**config.mk**
```make
export PLATFORM = sky130hd
export DESIGN_NAME = keepalive_ping_rtt_tracker_core
export DESIGN_NICKNAME = d
export VERILOG_FILES = /design/src/hw/rtl/rttk_pkg.sv /design/src/hw/rtl/rttk_ring.sv /design/src/hw/rtl/rttk_session.sv /design/src/hw/rtl/rttk_cdiv.sv /design/src/hw/rtl/keepalive_ping_rtt_tracker_core.sv
export SDC_FILE = /design/constraint.sdc
export NUM_CORES = 1
export LEC_CHECK = 0
export BUFFER_PORTS_ARGS = -buffer_cell sky130_fd_sc_hd__buf_2
export CAP_MARGIN = 25
export CORE_UTILIZATION = 56
export CTS_CLUSTER_SIZE = 40
export DETAILED_ROUTE_END_ITERATION = 7
export HOLD_SLACK_MARGIN = 0.02
export PLACE_DENSITY = 0.78
export RECOVER_POWER = 25
export SYNTH_ARGS = -nofsm -noshare
export SYNTH_HDL_FRONTEND = slang
export SYNTH_SLANG_ARGS = --single-unit
export TNS_END_PERCENT = 30
```
**constraint.sdc**
```tcl
create_clock -name clk -period 5.5 [get_ports clk]
set_input_delay 0 -clock clk [delete_from_list [all_inputs] [get_ports clk]]
set_output_delay 0 -clock clk [all_outputs]
set_load 0.05 [all_outputs]
```
**src/hw/rtl/rttk_pkg.sv**
```systemverilog
package rttk_pkg;

    localparam int TIME_W        = 32;
    localparam int SEQ_W         = 8;
    localparam int OP_W          = 2;
    localparam int AVG_DEPTH_DEF = 8;

    // operation codes carried in tuser
    localparam logic [OP_W-1:0] OP_TICK  = 2'd0;
    localparam logic [OP_W-1:0] OP_PONG  = 2'd1;
    localparam logic [OP_W-1:0] OP_START = 2'd2;

    // configuration register indexes
    localparam logic REG_INTERVAL = 1'b0;
    localparam logic REG_ABORT    = 1'b1;

    localparam logic [TIME_W-1:0] INTERVAL_RST = 32'd1000;
    localparam logic [TIME_W-1:0] ABORT_RST    = 32'd5000;

    typedef struct packed {
        logic [OP_W-1:0]   op;
        logic [TIME_W-1:0] now_ms;
        logic [SEQ_W-1:0]  pong_seq;
    } item_t;

    typedef struct packed {
        logic [TIME_W-1:0] interval_ms;
        logic [TIME_W-1:0] abort_ms;
    } cfg_t;

    // per-item result flags that ride along with the running sum
    typedef struct packed {
        logic             send;
        logic [SEQ_W-1:0] seq;
        logic             matched;
        logic             mismatch;
    } info_t;

endpackage

```
**src/hw/rtl/rttk_ring.sv**
```systemverilog
module rttk_ring
    import rttk_pkg::*;
#(
    parameter int DEPTH = AVG_DEPTH_DEF,
    parameter int PW    = (DEPTH > 1) ? $clog2(DEPTH) : 1
)
(
    input  logic              clk,
    input  logic              we,
    input  logic [PW-1:0]     waddr,
    input  logic [TIME_W-1:0] wdata,
    input  logic [PW-1:0]     raddr,
    output logic [TIME_W-1:0] rdata
);

    logic [TIME_W-1:0] mem [DEPTH];
    logic [TIME_W-1:0] rd_reg;
    logic              byp_reg;
    logic [TIME_W-1:0] byp_data_reg;

    always_ff @(posedge clk)
    begin
        if (we)
        begin
            mem[waddr] <= wdata;
        end
        rd_reg       <= mem[raddr];
        byp_reg      <= we && (waddr == raddr);
        byp_data_reg <= wdata;
    end

    // write-first on a same-address collision
    assign rdata = byp_reg ? byp_data_reg : rd_reg;

endmodule

```
**src/hw/rtl/rttk_session.sv**
```systemverilog
module rttk_session
    import rttk_pkg::*;
#(
    parameter int AVG_DEPTH = AVG_DEPTH_DEF,
    parameter int SW        = TIME_W + $clog2(AVG_DEPTH)
)
(
    input  logic          clk,
    input  logic          rst_n,
    input  cfg_t          cfg,
    input  logic          in_valid,
    output logic          in_ready,
    input  item_t         in_item,
    output logic          out_valid,
    input  logic          out_ready,
    output logic [SW-1:0] out_sum,
    output info_t         out_info
);

    localparam int PW = (AVG_DEPTH > 1) ? $clog2(AVG_DEPTH) : 1;
    localparam logic [PW-1:0] POS_LAST  = PW'(AVG_DEPTH - 1);
    localparam logic [SW-1:0] DEPTH_MUL = SW'(AVG_DEPTH);

    // input stage
    logic              in_vld_reg;
    item_t             item_reg;

    // result stage
    logic              st_vld_reg;
    logic [SW-1:0]     st_sum_reg;
    info_t             st_info_reg;

    // session state
    logic [SEQ_W-1:0]  seq_reg;
    logic [TIME_W-1:0] sent_reg;
    logic [TIME_W-1:0] pause_reg;
    logic              awaiting_reg;
    logic              no_pong_reg;
    logic [PW-1:0]     pos_reg;
    logic              wrapped_reg;
    logic [TIME_W-1:0] first_rtt_reg;
    logic [SW-1:0]     sum_reg;

    logic              st_ready;
    logic              adv;
    logic [TIME_W-1:0] el_sent;
    logic [TIME_W-1:0] el_pause;
    logic [SEQ_W-1:0]  seq_inc;
    logic              emit;
    logic              matched;
    logic              mismatch;
    logic [TIME_W-1:0] ring_rd;
    logic [TIME_W-1:0] old_rtt;
    logic [SW-1:0]     sum_next;
    logic              ring_we;
    logic [PW-1:0]     pos_next;

    assign st_ready  = !st_vld_reg || out_ready;
    assign adv       = in_vld_reg && st_ready;
    assign in_ready  = !in_vld_reg || st_ready;
    assign out_valid = st_vld_reg;
    assign out_sum   = st_sum_reg;
    assign out_info  = st_info_reg;

    assign el_sent  = item_reg.now_ms - sent_reg;
    assign el_pause = item_reg.now_ms - pause_reg;
    assign seq_inc  = seq_reg + SEQ_W'(1);

    always_comb
    begin
        emit     = 1'b0;
        matched  = 1'b0;
        mismatch = 1'b0;
        unique case (item_reg.op)
            OP_TICK:
            begin
                if (awaiting_reg)
                begin
                    emit = el_sent > cfg.abort_ms;
                end
                else
                begin
                    emit = el_pause > cfg.interval_ms;
                end
            end
            OP_PONG:
            begin
                mismatch = (item_reg.pong_seq != seq_reg);
                matched  = (item_reg.pong_seq == seq_reg);
            end
            OP_START:
            begin
                emit = 1'b1;
            end
            default:
            begin
                emit = 1'b0;
            end
        endcase
    end

    // entries not yet overwritten since the first pong still hold its rtt
    assign old_rtt = wrapped_reg ? ring_rd : first_rtt_reg;

    always_comb
    begin
        if (no_pong_reg)
        begin
            sum_next = SW'(el_sent) * DEPTH_MUL;
        end
        else
        begin
            sum_next = sum_reg - SW'(old_rtt) + SW'(el_sent);
        end
    end

    assign ring_we  = adv && matched && !no_pong_reg;
    assign pos_next = !ring_we ? pos_reg :
                      (pos_reg == POS_LAST) ? '0 : pos_reg + PW'(1);

    rttk_ring #(
        .DEPTH (AVG_DEPTH),
        .PW    (PW)
    ) u_ring (
        .clk   (clk),
        .we    (ring_we),
        .waddr (pos_reg),
        .wdata (el_sent),
        .raddr (pos_next),
        .rdata (ring_rd)
    );

    always_ff @(posedge clk or negedge rst_n)
    begin
        if (!rst_n)
        begin
            in_vld_reg   <= 1'b0;
            st_vld_reg   <= 1'b0;
            seq_reg      <= '0;
            sent_reg     <= '0;
            pause_reg    <= '0;
            awaiting_reg <= 1'b1;
            no_pong_reg  <= 1'b1;
            pos_reg      <= '0;
            wrapped_reg  <= 1'b0;
            sum_reg      <= '0;
        end
        else
        begin
            if (in_ready)
            begin
                in_vld_reg <= in_valid;
            end
            if (st_ready)
            begin
                st_vld_reg <= in_vld_reg;
            end
            if (adv)
            begin
                if (emit)
                begin
                    seq_reg      <= seq_inc;
                    sent_reg     <= item_reg.now_ms;
                    awaiting_reg <= 1'b1;
                end
                if (matched)
                begin
                    pause_reg    <= item_reg.now_ms;
                    awaiting_reg <= 1'b0;
                    no_pong_reg  <= 1'b0;
                    sum_reg      <= sum_next;
                end
            end
            pos_reg <= pos_next;
            if (ring_we && (pos_reg == POS_LAST))
            begin
                wrapped_reg <= 1'b1;
            end
        end
    end

    always_ff @(posedge clk)
    begin
        if (in_valid && in_ready)
        begin
            item_reg <= in_item;
        end
        if (adv && matched && no_pong_reg)
        begin
            first_rtt_reg <= el_sent;
        end
        if (adv)
        begin
            st_sum_reg           <= matched ? sum_next : sum_reg;
            st_info_reg.send     <= emit;
            st_info_reg.seq      <= emit ? seq_inc : '0;
            st_info_reg.matched  <= matched;
            st_info_reg.mismatch <= mismatch;
        end
    end

    a_pong_clears_wait: assert property (@(posedge clk) disable iff (!rst_n)
        adv && matched |=> !awaiting_reg)
        else $error("matching pong did not clear the pending ping");

    a_ping_sets_wait: assert property (@(posedge clk) disable iff (!rst_n)
        adv && emit |=> awaiting_reg && (sent_reg == $past(item_reg.now_ms)))
        else $error("ping did not record its send time");

    a_wrap_after_first: assert property (@(posedge clk) disable iff (!rst_n)
        wrapped_reg |-> !no_pong_reg)
        else $error("ring wrapped before the first pong");

endmodule

```
**src/hw/rtl/rttk_cdiv.sv**
```systemverilog
module rttk_cdiv
    import rttk_pkg::*;
#(
    parameter int WIDTH   = TIME_W + $clog2(AVG_DEPTH_DEF),
    parameter int DIVISOR = AVG_DEPTH_DEF
)
(
    input  logic [WIDTH-1:0]  in_dividend,
    output logic [TIME_W-1:0] out_quot
);

    localparam int SH = $clog2(DIVISOR);

    // divisor is a power of two and the sum never exceeds DIVISOR times the
    // largest rtt, so the quotient is the slice above the low SH bits
    assign out_quot = in_dividend[SH +: TIME_W];

endmodule

```
**src/hw/rtl/keepalive_ping_rtt_tracker_core.sv**
```systemverilog
// keepalive ping tracker with moving-average round-trip time
//
// s_axis carries one event per transfer: tuser holds the operation (tick,
// pong received, start/reconnect), tdata the current millisecond time and
// the sequence number of a received pong. m_axis returns exactly one result
// per event: whether a ping must go out now and its sequence number, the
// averaged rtt, and flags for an average change or a mismatched pong.
// cfg writes set the ping interval (index 0) and the abort timeout
// (index 1); cfg_ready is always high and writes are registered directly.
//
// throughput is one event per cycle, back to back, while m_axis is not
// stalled. the result of an event passes three registers on its way to
// m_axis: input register, session update into the result register, output
// register with the change flag. the average is floor(sum / AVG_DEPTH);
// AVG_DEPTH must be a power of two from 1 to 64 (the block does not check
// it), so the divide is a plain bit slice of the running sum.
//
// reset returns the session to its power-on state (ping pending, no pong
// seen yet, average zero) with no clearing pass. when m_axis stalls the
// three registers fill and then s_axis_tready drops; no result is lost.
module keepalive_ping_rtt_tracker_core
    import rttk_pkg::*;
#(
    parameter int AVG_DEPTH = AVG_DEPTH_DEF
)
(
    input  logic        clk,
    input  logic        rst_n,

    input  logic        s_axis_tvalid,
    output logic        s_axis_tready,
    input  logic [39:0] s_axis_tdata,   // now_ms[31:0], pong_seq[39:32]
    input  logic [1:0]  s_axis_tuser,   // op[1:0]

    output logic        m_axis_tvalid,
    input  logic        m_axis_tready,
    output logic [47:0] m_axis_tdata,   // send_ping[0], ping_seq_out[8:1],
                                        // ping_changed[9], avg_rtt_ms[41:10],
                                        // seq_mismatch[42], zero fill[47:43]

    input  logic        cfg_valid,
    output logic        cfg_ready,
    input  logic        cfg_index,
    input  logic [31:0] cfg_data
);

    localparam int SW = TIME_W + $clog2(AVG_DEPTH);

    // configuration registers
    logic [TIME_W-1:0] interval_reg;
    logic [TIME_W-1:0] abort_reg;
    cfg_t              cfg;

    // session to output stage
    item_t             in_item;
    logic              ses_valid;
    logic              ses_ready;
    logic [SW-1:0]     ses_sum;
    info_t             ses_info;
    logic [TIME_W-1:0] avg_quot;

    // output stage
    logic              out_vld_reg;
    logic              out_send_reg;
    logic [SEQ_W-1:0]  out_seq_reg;
    logic              out_changed_reg;
    logic [TIME_W-1:0] out_avg_reg;
    logic              out_mismatch_reg;
    logic [TIME_W-1:0] cur_avg_reg;
    logic              ses_xfer;

    assign cfg_ready       = 1'b1;
    assign cfg.interval_ms = interval_reg;
    assign cfg.abort_ms    = abort_reg;

    always_ff @(posedge clk or negedge rst_n)
    begin
        if (!rst_n)
        begin
            interval_reg <= INTERVAL_RST;
            abort_reg    <= ABORT_RST;
        end
        else if (cfg_valid)
        begin
            unique case (cfg_index)
                REG_INTERVAL: interval_reg <= cfg_data;
                REG_ABORT:    abort_reg    <= cfg_data;
                default:      interval_reg <= interval_reg;
            endcase
        end
    end

    // unpack the incoming event
    assign in_item.op       = s_axis_tuser;
    assign in_item.now_ms   = s_axis_tdata[31:0];
    assign in_item.pong_seq = s_axis_tdata[39:32];

    // sequence counter, timers and the rtt ring; yields the running sum
    rttk_session #(
        .AVG_DEPTH (AVG_DEPTH),
        .SW        (SW)
    ) u_session (
        .clk       (clk),
        .rst_n     (rst_n),
        .cfg       (cfg),
        .in_valid  (s_axis_tvalid),
        .in_ready  (s_axis_tready),
        .in_item   (in_item),
        .out_valid (ses_valid),
        .out_ready (ses_ready),
        .out_sum   (ses_sum),
        .out_info  (ses_info)
    );

    // sum / AVG_DEPTH
    rttk_cdiv #(
        .WIDTH   (SW),
        .DIVISOR (AVG_DEPTH)
    ) u_cdiv (
        .in_dividend (ses_sum),
        .out_quot    (avg_quot)
    );

    // output register; the reported average only moves on a matching pong,
    // in event order, so the change flag compares against the last one sent
    assign ses_ready = !out_vld_reg || m_axis_tready;
    assign ses_xfer  = ses_valid && ses_ready;

    always_ff @(posedge clk or negedge rst_n)
    begin
        if (!rst_n)
        begin
            out_vld_reg <= 1'b0;
            cur_avg_reg <= '0;
        end
        else
        begin
            if (ses_ready)
            begin
                out_vld_reg <= ses_valid;
            end
            if (ses_xfer && ses_info.matched)
            begin
                cur_avg_reg <= avg_quot;
            end
        end
    end

    always_ff @(posedge clk)
    begin
        if (ses_xfer)
        begin
            out_send_reg     <= ses_info.send;
            out_seq_reg      <= ses_info.seq;
            out_mismatch_reg <= ses_info.mismatch;
            out_changed_reg  <= ses_info.matched && (avg_quot != cur_avg_reg);
            out_avg_reg      <= ses_info.matched ? avg_quot : cur_avg_reg;
        end
    end

    assign m_axis_tvalid = out_vld_reg;
    assign m_axis_tdata  = {5'b0, out_mismatch_reg, out_avg_reg, out_changed_reg,
                            out_seq_reg, out_send_reg};

endmodule
```
==> out/summary.log, run 1 <==
INFO  sta            final_critical_path_setup_slack=-95.19ps
INFO  synthesis      synth_cell_types=72
INFO  global_route   initial_antenna_violation_count=2
INFO  detailed_routing drt_pre_antenna_iters=8
INFO  synthesis      synth.cell_area=0.03369mm²
INFO  global_route   grt_overflow=0
INFO  floorplanning  fp.dieArea=0.06115mm²
INFO  run_status     failed_checks=design-rule violations, max-capacitance violations, max-slew violations, negative setup slack
INFO  detailed_routing dr_total_vias=23030
INFO  synthesis      synth_compound_area_frac=0.1111
INFO  synthesis      yosys.area_share.adder=0.08110
INFO  global_route   grt_pass1_wl=127900µm
INFO  clock_tree     clockRootBuffer=sky130_fd_sc_hd__clkbuf_16
INFO  synthesis      ys_async_sr_fraction=0.3059
INFO  synthesis      synth_xor_area_frac=0.03587
INFO  placement      hpwl=56830µm
INFO  detailed_routing post_drt_wl_per_cell=22.02µm
INFO  sta            post-route-min-period=5595ps
INFO  sta            finalSetupViolCount=1
INFO  synthesis      synth_top_cells_by_area=sky130_fd_sc_hd__edfxtp_1, sky130_fd_sc_hd__dfrtp_1, sky130_fd_sc_hd__mux2_2, sky130_fd_sc_hd__ha_1, sky130_fd_sc_hd__dfxtp_1
INFO  worst_setup_path critical_path.max_fanout=6
INFO  sta            tightest_slew=4838ps
INFO  synthesis      synth-main-ff-cell=sky130_fd_sc_hd__edfxtp_1
INFO  sta            tcrit_tclk_final=1.017
INFO  clock_tree     clock_latency=620ps
INFO  sta            max_freq=178.7MHz
INFO  synthesis      post_synth_and_or_nand_nor_area_fraction=0.07178
INFO  synthesis      edff_count_synth=416
INFO  sta            slew_violations=93
INFO  synthesis      yosysTopAreaCellShare=0.3707
INFO  floorplanning  starting_density_of_the_core=0.5688
INFO  floorplanning  io_pins=131
INFO  layout         final_core_util=0.6726
INFO  placement      globalplace.congestion=0.9599
INFO  placement      numPlacedInstances=3687
INFO  detailed_routing detail_route.wirelength=86470µm
INFO  synthesis      main_combinational_cell_family_by_area_after_synthesis=compound AO/OA/AOI/OAI gates
INFO  layout         finish.net_count=3370
INFO  sta            relSlewSlack=-2.225
INFO  job            cap_viol_max_count=1
INFO  floorplanning  total_core_area=0.05924mm²
INFO  placement      buffer_ports.inserted=124
INFO  synthesis      syn-instance-count=2778
INFO  floorplanning  rows=89
INFO  synthesis      synth.avg_cell_area=12.13µm²
INFO  clock_tree     cts_tree=built
INFO  power_and_ir_drop power.leakage=16.96nW
INFO  run_status     run_status=finished with violations
INFO  floorplanning  die-width=247.3µm
INFO  synthesis      synth_warnings=0
INFO  detailed_routing via_per_inst=5.866
INFO  detailed_routing drt-initial-drc-count=2060
INFO  worst_setup_path startpoint_type=register
INFO  layout         syn_to_final_growth=18.25%
INFO  worst_setup_path worst_ep_required_time=5860ps
INFO  sta            worst_clk_skew=23.93ps
INFO  synthesis      synth_top_area_cell=sky130_fd_sc_hd__edfxtp_1
INFO  power_and_ir_drop vdd_ir_drop_max=0.3550mV
INFO  sta            grt_setup_unrepaired=yes
INFO  power_and_ir_drop pwr_density_cell=584.1mW/mm²
INFO  detailed_routing ant_nets_after_route=0
INFO  min_path       hp-class=in -> reg
INFO  worst_setup_path arrival=5960ps
INFO  layout         largest_register_ff_count=256
INFO  worst_setup_path critPathKind=reg -> reg
INFO  global_route   grt_start_max_net_pins=121
INFO  clock_tree     cts.sinks=693
INFO  synthesis      ys_seq_area_frac=0.5673
INFO  global_route   gr-usage-all-layers=0.2770
INFO  layout         layout-drive-gt1-share=0.2237
INFO  synthesis      ys_seq_elements=693
INFO  sta            hold_viol_final=0
INFO  clock_tree     worst_setup_hold_path_clk_slew=60ps
INFO  floorplanning  die_h=247.3µm
INFO  global_route   grt_pass1_vias=22980
INFO  detailed_routing drc_errors=2
INFO  worst_setup_path timing.critical_path.to_type=register
INFO  clock_tree     clockBufferDepth=3
INFO  clock_tree     ctsHtreeMaxLevel=3
INFO  clock_tree     tritoncts.num_buffers=72
INFO  synthesis      post_synth_mux_area_share=0.09885
INFO  layout         final_cells=3926
==> metal layers <==
layer / wire (µm) / vias to the layer above / track usage / share of wire
met4: 3014 / 2 / 0.1045 / 0.035
li1: - / 10650 / - / -
met5: 12 / - / 0 / 0.00014
met3: 5438 / 176 / 0.04775 / 0.063
met2: 42190 / 785 / 0.4648 / 0.49
met1: 35810 / 11420 / 0.3597 / 0.41
==> cell usage after synthesis (16+ instances only) <==
master	number
sky130_fd_sc_hd__a21o_1	91
sky130_fd_sc_hd__a21oi_1	133
sky130_fd_sc_hd__buf_1	22
sky130_fd_sc_hd__buf_2	18
sky130_fd_sc_hd__clkbuf_1	72
sky130_fd_sc_hd__dfrtp_1	199
sky130_fd_sc_hd__dfxtp_1	65
sky130_fd_sc_hd__edfxtp_1	416
sky130_fd_sc_hd__fa_1	34
sky130_fd_sc_hd__ha_1	164
sky130_fd_sc_hd__inv_1	163
sky130_fd_sc_hd__mux2_2	206
sky130_fd_sc_hd__mux2i_1	101
sky130_fd_sc_hd__nand2_1	260
sky130_fd_sc_hd__nand3_1	35
sky130_fd_sc_hd__nand4_1	28
sky130_fd_sc_hd__nor2_1	116
sky130_fd_sc_hd__nor3_1	16
sky130_fd_sc_hd__o211ai_1	40
sky130_fd_sc_hd__o21ai_0	223
sky130_fd_sc_hd__o21bai_1	16
sky130_fd_sc_hd__xnor2_1	98
sky130_fd_sc_hd__xor2_1	40
==> logic make-up (layout without fill, tap and decap cells) <==
kind of cell,count (synthesis),after routing
other,2,7
adder cells (fa/ha/maj),198,198
AND/OR/NAND/NOR,542,542
multiplexers,307,307
XOR/XNOR,138,138
AO/OA/AOI/OAI,612,612
buffers and inverters,286,656
flip-flops,693,693
==> power breakdown <==
| group | switching, mW | leakage, nW | total, mW | internal, mW |
|---|---|---|---|---|
| Sequential | 0.328 | 6.89 | 7.25 | 6.92 |
| Clock | 2.07 | 1.12 | 4.76 | 2.69 |
| Combinational | 6.66 | 8.95 | 11.3 | 4.61 |
| Total | 9.05 | 17.0 | 23.3 | 14.2 |
==> cell type report <==
type                       count  area [µm²]
antenna                        1       2.502
clock buffer                  94        1966
clock inverter                40       335.3
fill                        4161       19400
inverter                     163       611.8
multi-input combinational   1803       14140
sequential                   693       19120
tap                          773       967.2
timing repair buffer         359        2709
==> critical path, stage by stage, from the launching register on <==
cell and delay (ps):
sky130_fd_sc_hd__edfxtp_1 470, sky130_fd_sc_hd__ha_4 330, sky130_fd_sc_hd__o21ai_1 100, sky130_fd_sc_hd__o21bai_2 210, sky130_fd_sc_hd__o2111ai_2 170, sky130_fd_sc_hd__and2_4 180, sky130_fd_sc_hd__o31a_1 290, sky130_fd_sc_hd__buf_6 140
sky130_fd_sc_hd__o41ai_4 560, sky130_fd_sc_hd__a21oi_1 130, sky130_fd_sc_hd__nor2_1 170, sky130_fd_sc_hd__nor2_2 80, sky130_fd_sc_hd__xnor2_2 230, sky130_fd_sc_hd__fa_1 500, sky130_fd_sc_hd__ha_4 330, sky130_fd_sc_hd__nand4_1 250
sky130_fd_sc_hd__nor4_1 510, sky130_fd_sc_hd__nor4_2 80, sky130_fd_sc_hd__xnor2_1 150, sky130_fd_sc_hd__a21o_1 200, sky130_fd_sc_hd__mux2_2 260
==> stage by stage <==
step | setup TNS, ps | hold WS (ps) | setup slack, ps | total power, mW | instance area [µm²]
finish | -95.19 | 78.16 | -95.19 | 23.27 | 39840
global route | -4007 | 94.08 | -315.3 | 24.43 | 39840
CTS | -18.88 | 20.85 | -18.88 | 22.20 | 39050
detailed placement | -5995 | 71.68 | -178.1 | 17.31 | 35920
global placement | -5470 | 64.89 | -165.5 | 17.03 | 35920
floorplan | -12480 | -295.6 | -253.7 | 13.58 | 33710
==> placed cells by master (no fill, tap or decap), types with 9 or more instances in the layout <==
| cell type | netlist | final |
|---|---|---|
| sky130_fd_sc_hd__edfxtp_1 | 416 | 416 |
| sky130_fd_sc_hd__nand2_1 | 260 | 259 |
| sky130_fd_sc_hd__o21ai_0 | 223 | 213 |
| sky130_fd_sc_hd__dfrtp_1 | 199 | 199 |
| sky130_fd_sc_hd__mux2_2 | 206 | 191 |
| sky130_fd_sc_hd__inv_1 | 163 | 160 |
| sky130_fd_sc_hd__ha_1 | 164 | 148 |
| sky130_fd_sc_hd__buf_4 | 11 | 142 |
| sky130_fd_sc_hd__a21oi_1 | 133 | 114 |
| sky130_fd_sc_hd__buf_2 | 18 | 113 |
| sky130_fd_sc_hd__nor2_1 | 116 | 105 |
| sky130_fd_sc_hd__mux2i_1 | 101 | 99 |
| sky130_fd_sc_hd__a21o_1 | 91 | 91 |
| sky130_fd_sc_hd__xnor2_1 | 98 | 89 |
| sky130_fd_sc_hd__dlygate4sd3_1 | 0 | 78 |
| sky130_fd_sc_hd__clkbuf_16 | 0 | 75 |
| sky130_fd_sc_hd__dfxtp_1 | 65 | 64 |
| sky130_fd_sc_hd__o211ai_1 | 40 | 40 |
| sky130_fd_sc_hd__xor2_1 | 40 | 38 |
| sky130_fd_sc_hd__nand3_1 | 35 | 34 |
| sky130_fd_sc_hd__fa_1 | 34 | 32 |
| sky130_fd_sc_hd__nand4_1 | 28 | 28 |
| sky130_fd_sc_hd__clkbuf_1 | 72 | 24 |
| sky130_fd_sc_hd__o21ai_1 | 13 | 21 |
| sky130_fd_sc_hd__a21oi_2 | 0 | 17 |
| sky130_fd_sc_hd__o21bai_1 | 16 | 16 |
| sky130_fd_sc_hd__mux2_4 | 0 | 15 |
| sky130_fd_sc_hd__ha_4 | 0 | 15 |
| sky130_fd_sc_hd__nor2b_1 | 15 | 14 |
| sky130_fd_sc_hd__nor3_1 | 16 | 14 |
| sky130_fd_sc_hd__and3_1 | 15 | 14 |
| sky130_fd_sc_hd__clkinv_2 | 0 | 14 |
| sky130_fd_sc_hd__o21a_1 | 13 | 13 |
| sky130_fd_sc_hd__nand2b_1 | 14 | 13 |
| sky130_fd_sc_hd__a31oi_1 | 14 | 11 |
| sky130_fd_sc_hd__dfstp_2 | 13 | 10 |
| sky130_fd_sc_hd__a211oi_1 | 13 | 9 |
| sky130_fd_sc_hd__xnor2_2 | 0 | 9 |
| sky130_fd_sc_hd__clkinv_1 | 0 | 9 |
==> worst paths after layout <==
kind	start	to	slack [ps]	cells after the start
min reg2reg	u_session.out_info[10]	out_send_reg	420	0
max reg2reg	u_session.item_reg[11]	u_session.out_sum[31]	-100	20
max	u_session.item_reg[11]	u_session.out_sum[31]	-100	20
min in group asynchronous	rst_n	u_session.pause_reg[24]	1830	2
min	cfg_index	interval_reg[3]	80	5
max in group asynchronous	rst_n	u_session.pos_reg[1]	870	2
==> timing repair <==
item,4_1_cts,5_1_grt
setup buffers,1,20
hold endpoints to repair,201,0
cloned,0,3
pin swaps,1,54
hold buffers,78,0
gates resized for setup,7,117
setup endpoints to repair,49,81
Power figures use the tool's default switching activity.
==> run 2, diff against run 1 <==
CORE_UTILIZATION = 62   (was 56)
PLACE_DENSITY = 0.82   (was 0.78)
clock period = 5.74 ns   (was 5.5 ns; I/O delays follow)
==> out/summary.log, run 2 (synthesized netlist as in run 1, its figures left out) <==
INFO  worst_setup_path critical_path.max_fanout=5
INFO  sta            worst_clk_skew=29.49ps
INFO  worst_setup_path timing.critical_path.to_type=register
INFO  clock_tree     tritoncts.num_buffers=71
INFO  sta            grt_setup_unrepaired=yes
INFO  layout         final_cells=3799
INFO  floorplanning  rows=85
INFO  clock_tree     ctsHtreeMaxLevel=3
INFO  worst_setup_path cp_num_buf_inv=0
INFO  clock_tree     worst_setup_hold_path_clk_slew=70ps
INFO  detailed_routing drt-initial-drc-count=1975
INFO  detailed_routing ant_nets_after_route=0
INFO  floorplanning  starting_density_of_the_core=0.6274
INFO  clock_tree     cts.sinks=693
INFO  layout         finish.net_count=3322
INFO  layout         largest_register_ff_count=256
INFO  sta            max_freq=178.8MHz
INFO  sta            tightest_slew=3292ps
INFO  worst_setup_path cpMostUsedCell=sky130_fd_sc_hd__a21o_1
INFO  layout         syn_to_final_growth=15.20%
INFO  detailed_routing post_drt_wl_per_cell=22.55µm
INFO  layout         layout-drive-gt1-share=0.1789
INFO  worst_setup_path critPathKind=reg -> reg
INFO  layout         final_core_util=0.7227
INFO  placement      hpwl=56960µm
INFO  worst_setup_path first_element_of_the_critical_path=u_session.item_reg[10]
INFO  floorplanning  die-width=235.1µm
INFO  clock_tree     cts_tree=built
INFO  layout         ant_diodes=0
INFO  sta            tcrit_tclk_final=0.9745
INFO  floorplanning  die_h=235.1µm
INFO  run_status     failed_checks=max-capacitance violations, max-slew violations
INFO  layout         final_cell_mix=sky130_fd_sc_hd__edfxtp_1, sky130_fd_sc_hd__nand2_1, sky130_fd_sc_hd__o21ai_0, sky130_fd_sc_hd__mux2_2, sky130_fd_sc_hd__dfrtp_1
INFO  sta            relSlewSlack=-1.195
INFO  power_and_ir_drop power.leakage=16.46nW
INFO  worst_setup_path cp_cell_sequence=ha_1 -> o21a_1 -> o31a_1 -> o31ai_4 -> o21ai_2 -> a31oi_4 -> a21oi_1 -> o211a_1 -> a2111o_1 -> fa_1 -> ha_1 -> a21o_1 -> a21o_1 -> a21o_1 -> a41oi_1 -> a21oi_1 -> o21ai_1 -> xor2_1 -> nor2_1 -> a21o_1 -> mux2_2
INFO  global_route   grt_pass1_wl=132200µm
INFO  worst_setup_path startpoint_type=register
INFO  worst_setup_path timing.critical_path.max_delay_family=compound AO/OA/AOI/OAI gates
INFO  power_and_ir_drop pwr_density_cell=548.0mW/mm²
INFO  floorplanning  total_core_area=0.05371mm²
INFO  worst_setup_path cp-endpoint=u_session.out_sum[30]
INFO  detailed_routing drc_errors=0
INFO  worst_setup_path cp_num_cells=21
INFO  global_route   grt_pass1_vias=23570
INFO  clock_tree     clock_latency=630ps
INFO  global_route   grt_start_max_net_pins=119
INFO  detailed_routing drt_pre_antenna_iters=8
INFO  worst_setup_path worstReg2RegStart=u_session.item_reg[10]
INFO  floorplanning  io_pins=131
INFO  placement      buffer_ports.inserted=124
INFO  layout         layout.filler_cells=3486
INFO  detailed_routing via_per_inst=6.058
INFO  run_status     run_status=finished with violations
INFO  global_route   initial_antenna_violation_count=1
INFO  placement      globalplace.congestion=0.9639
INFO  global_route   gr-usage-all-layers=0.3117
INFO  worst_setup_path worst_ep_required_time=6110ps
INFO  detailed_routing detail_route.wirelength=85660µm
INFO  worst_setup_path r2r-end=u_session.out_sum[30]
INFO  sta            hold_viol_final=0
INFO  sta            post-route-min-period=5594ps
INFO  job            cap_viol_max_count=3
INFO  layout         layout_commonest_cell=sky130_fd_sc_hd__edfxtp_1
INFO  sta            finalSetupViolCount=0
INFO  power_and_ir_drop vdd_ir_drop_max=0.3963mV
INFO  detailed_routing dr_total_vias=23020
INFO  sta            slew_violations=188
INFO  clock_tree     clockRootBuffer=sky130_fd_sc_hd__clkbuf_16
INFO  worst_setup_path worst-r2r-cell-count=21
INFO  worst_setup_path ff2ff_setup_slack=150ps
INFO  worst_setup_path crit_path_top_delay_cell=sky130_fd_sc_hd__fa_1
INFO  global_route   grt_overflow=0
INFO  worst_setup_path critical-path-max-stage-delay=510ps
INFO  min_path       hp-class=in -> reg
INFO  placement      numPlacedInstances=3580
INFO  floorplanning  fp.dieArea=0.05528mm²
INFO  clock_tree     clockBufferDepth=3
INFO  worst_setup_path arrival=5960ps
-- run 2: changes by cell type in the layout (fill, tap and decap cells not counted), moves of 15 or more --
cell                       change
sky130_fd_sc_hd__ha_1         +15
sky130_fd_sc_hd__mux2_2       +15
sky130_fd_sc_hd__buf_4        -41
sky130_fd_sc_hd__clkbuf_1     +52
sky130_fd_sc_hd__ha_4         -15
sky130_fd_sc_hd__buf_2        -47
sky130_fd_sc_hd__mux2_4       -15
-- run 2: where the power goes --
part	internal (mW)	switching [mW]	leakage, nW	total (mW)
sequential	6.63	0.313	6.89	6.95
clock	2.56	1.96	1.12	4.53
combinational	3.72	6.08	8.45	9.80
total	12.9	8.35	16.5	21.3
-- run 2: worst min path at each step --
stage                     start                         end  slack, ps  cells after the start
2_1_floorplan             rst_n  asynchronous set/reset pin       -300                      0
3_3_place_gp              rst_n              cur_avg_reg[0]        140                      1
3_5_place_dp              rst_n              cur_avg_reg[1]        150                      1
4_1_cts               cfg_index             interval_reg[7]         30                      5
5_1_grt        s_axis_tdata[28]      u_session.item_reg[36]         90                      2
6_report       s_axis_tdata[10]      u_session.item_reg[18]         90                      2
-- run 2: repair_timing --
action,in CTS,in global routing
buffers inserted,0,6
setup endpoints to repair,0,71
hold buffers,78,0
endpoints found under the hold margin,224,0
gates resized for setup,0,29
-- run 2: routing by layer --
layer / GRT usage / wire length [µm]
met5: 0 / 0
met1: 0.3959 / 34010
met3: 0.05417 / 6329
met4: 0.1485 / 3794
met2: 0.5222 / 41540
-- run 2: metrics by stage --
step           worst slack (ps)  total power [mW]  cell area (µm²)  hold slack [ps]  TNS, ps
6_report                  146.4             21.27            38820            92.11        0
5_1_grt                  -43.63             22.36            38820            93.93   -99.44
4_1_cts                   22.02             20.89            38660            28.76        0
3_5_place_dp              44.26             16.28            35600            154.5        0
3_3_place_gp              122.0             16.03            35580            136.4        0
2_1_floorplan            -13.65             13.01            33710           -295.6   -437.0
-- run 2: final cells by class --
| cell class | instances | area (µm²) | share of cell area |
|---|---|---|---|
| Inverter | 163 | 615.6 | 0.01586 |
| Multi-Input combinational cell | 1803 | 13690 | 0.3526 |
| Clock inverter | 35 | 329.1 | 0.008478 |
| Timing Repair Buffer | 312 | 2245 | 0.05783 |
| Clock buffer | 97 | 1954 | 0.05035 |
| Sequential cell | 693 | 19120 | 0.4925 |
| Tap cell | 696 | 870.8 | 0.02243 |
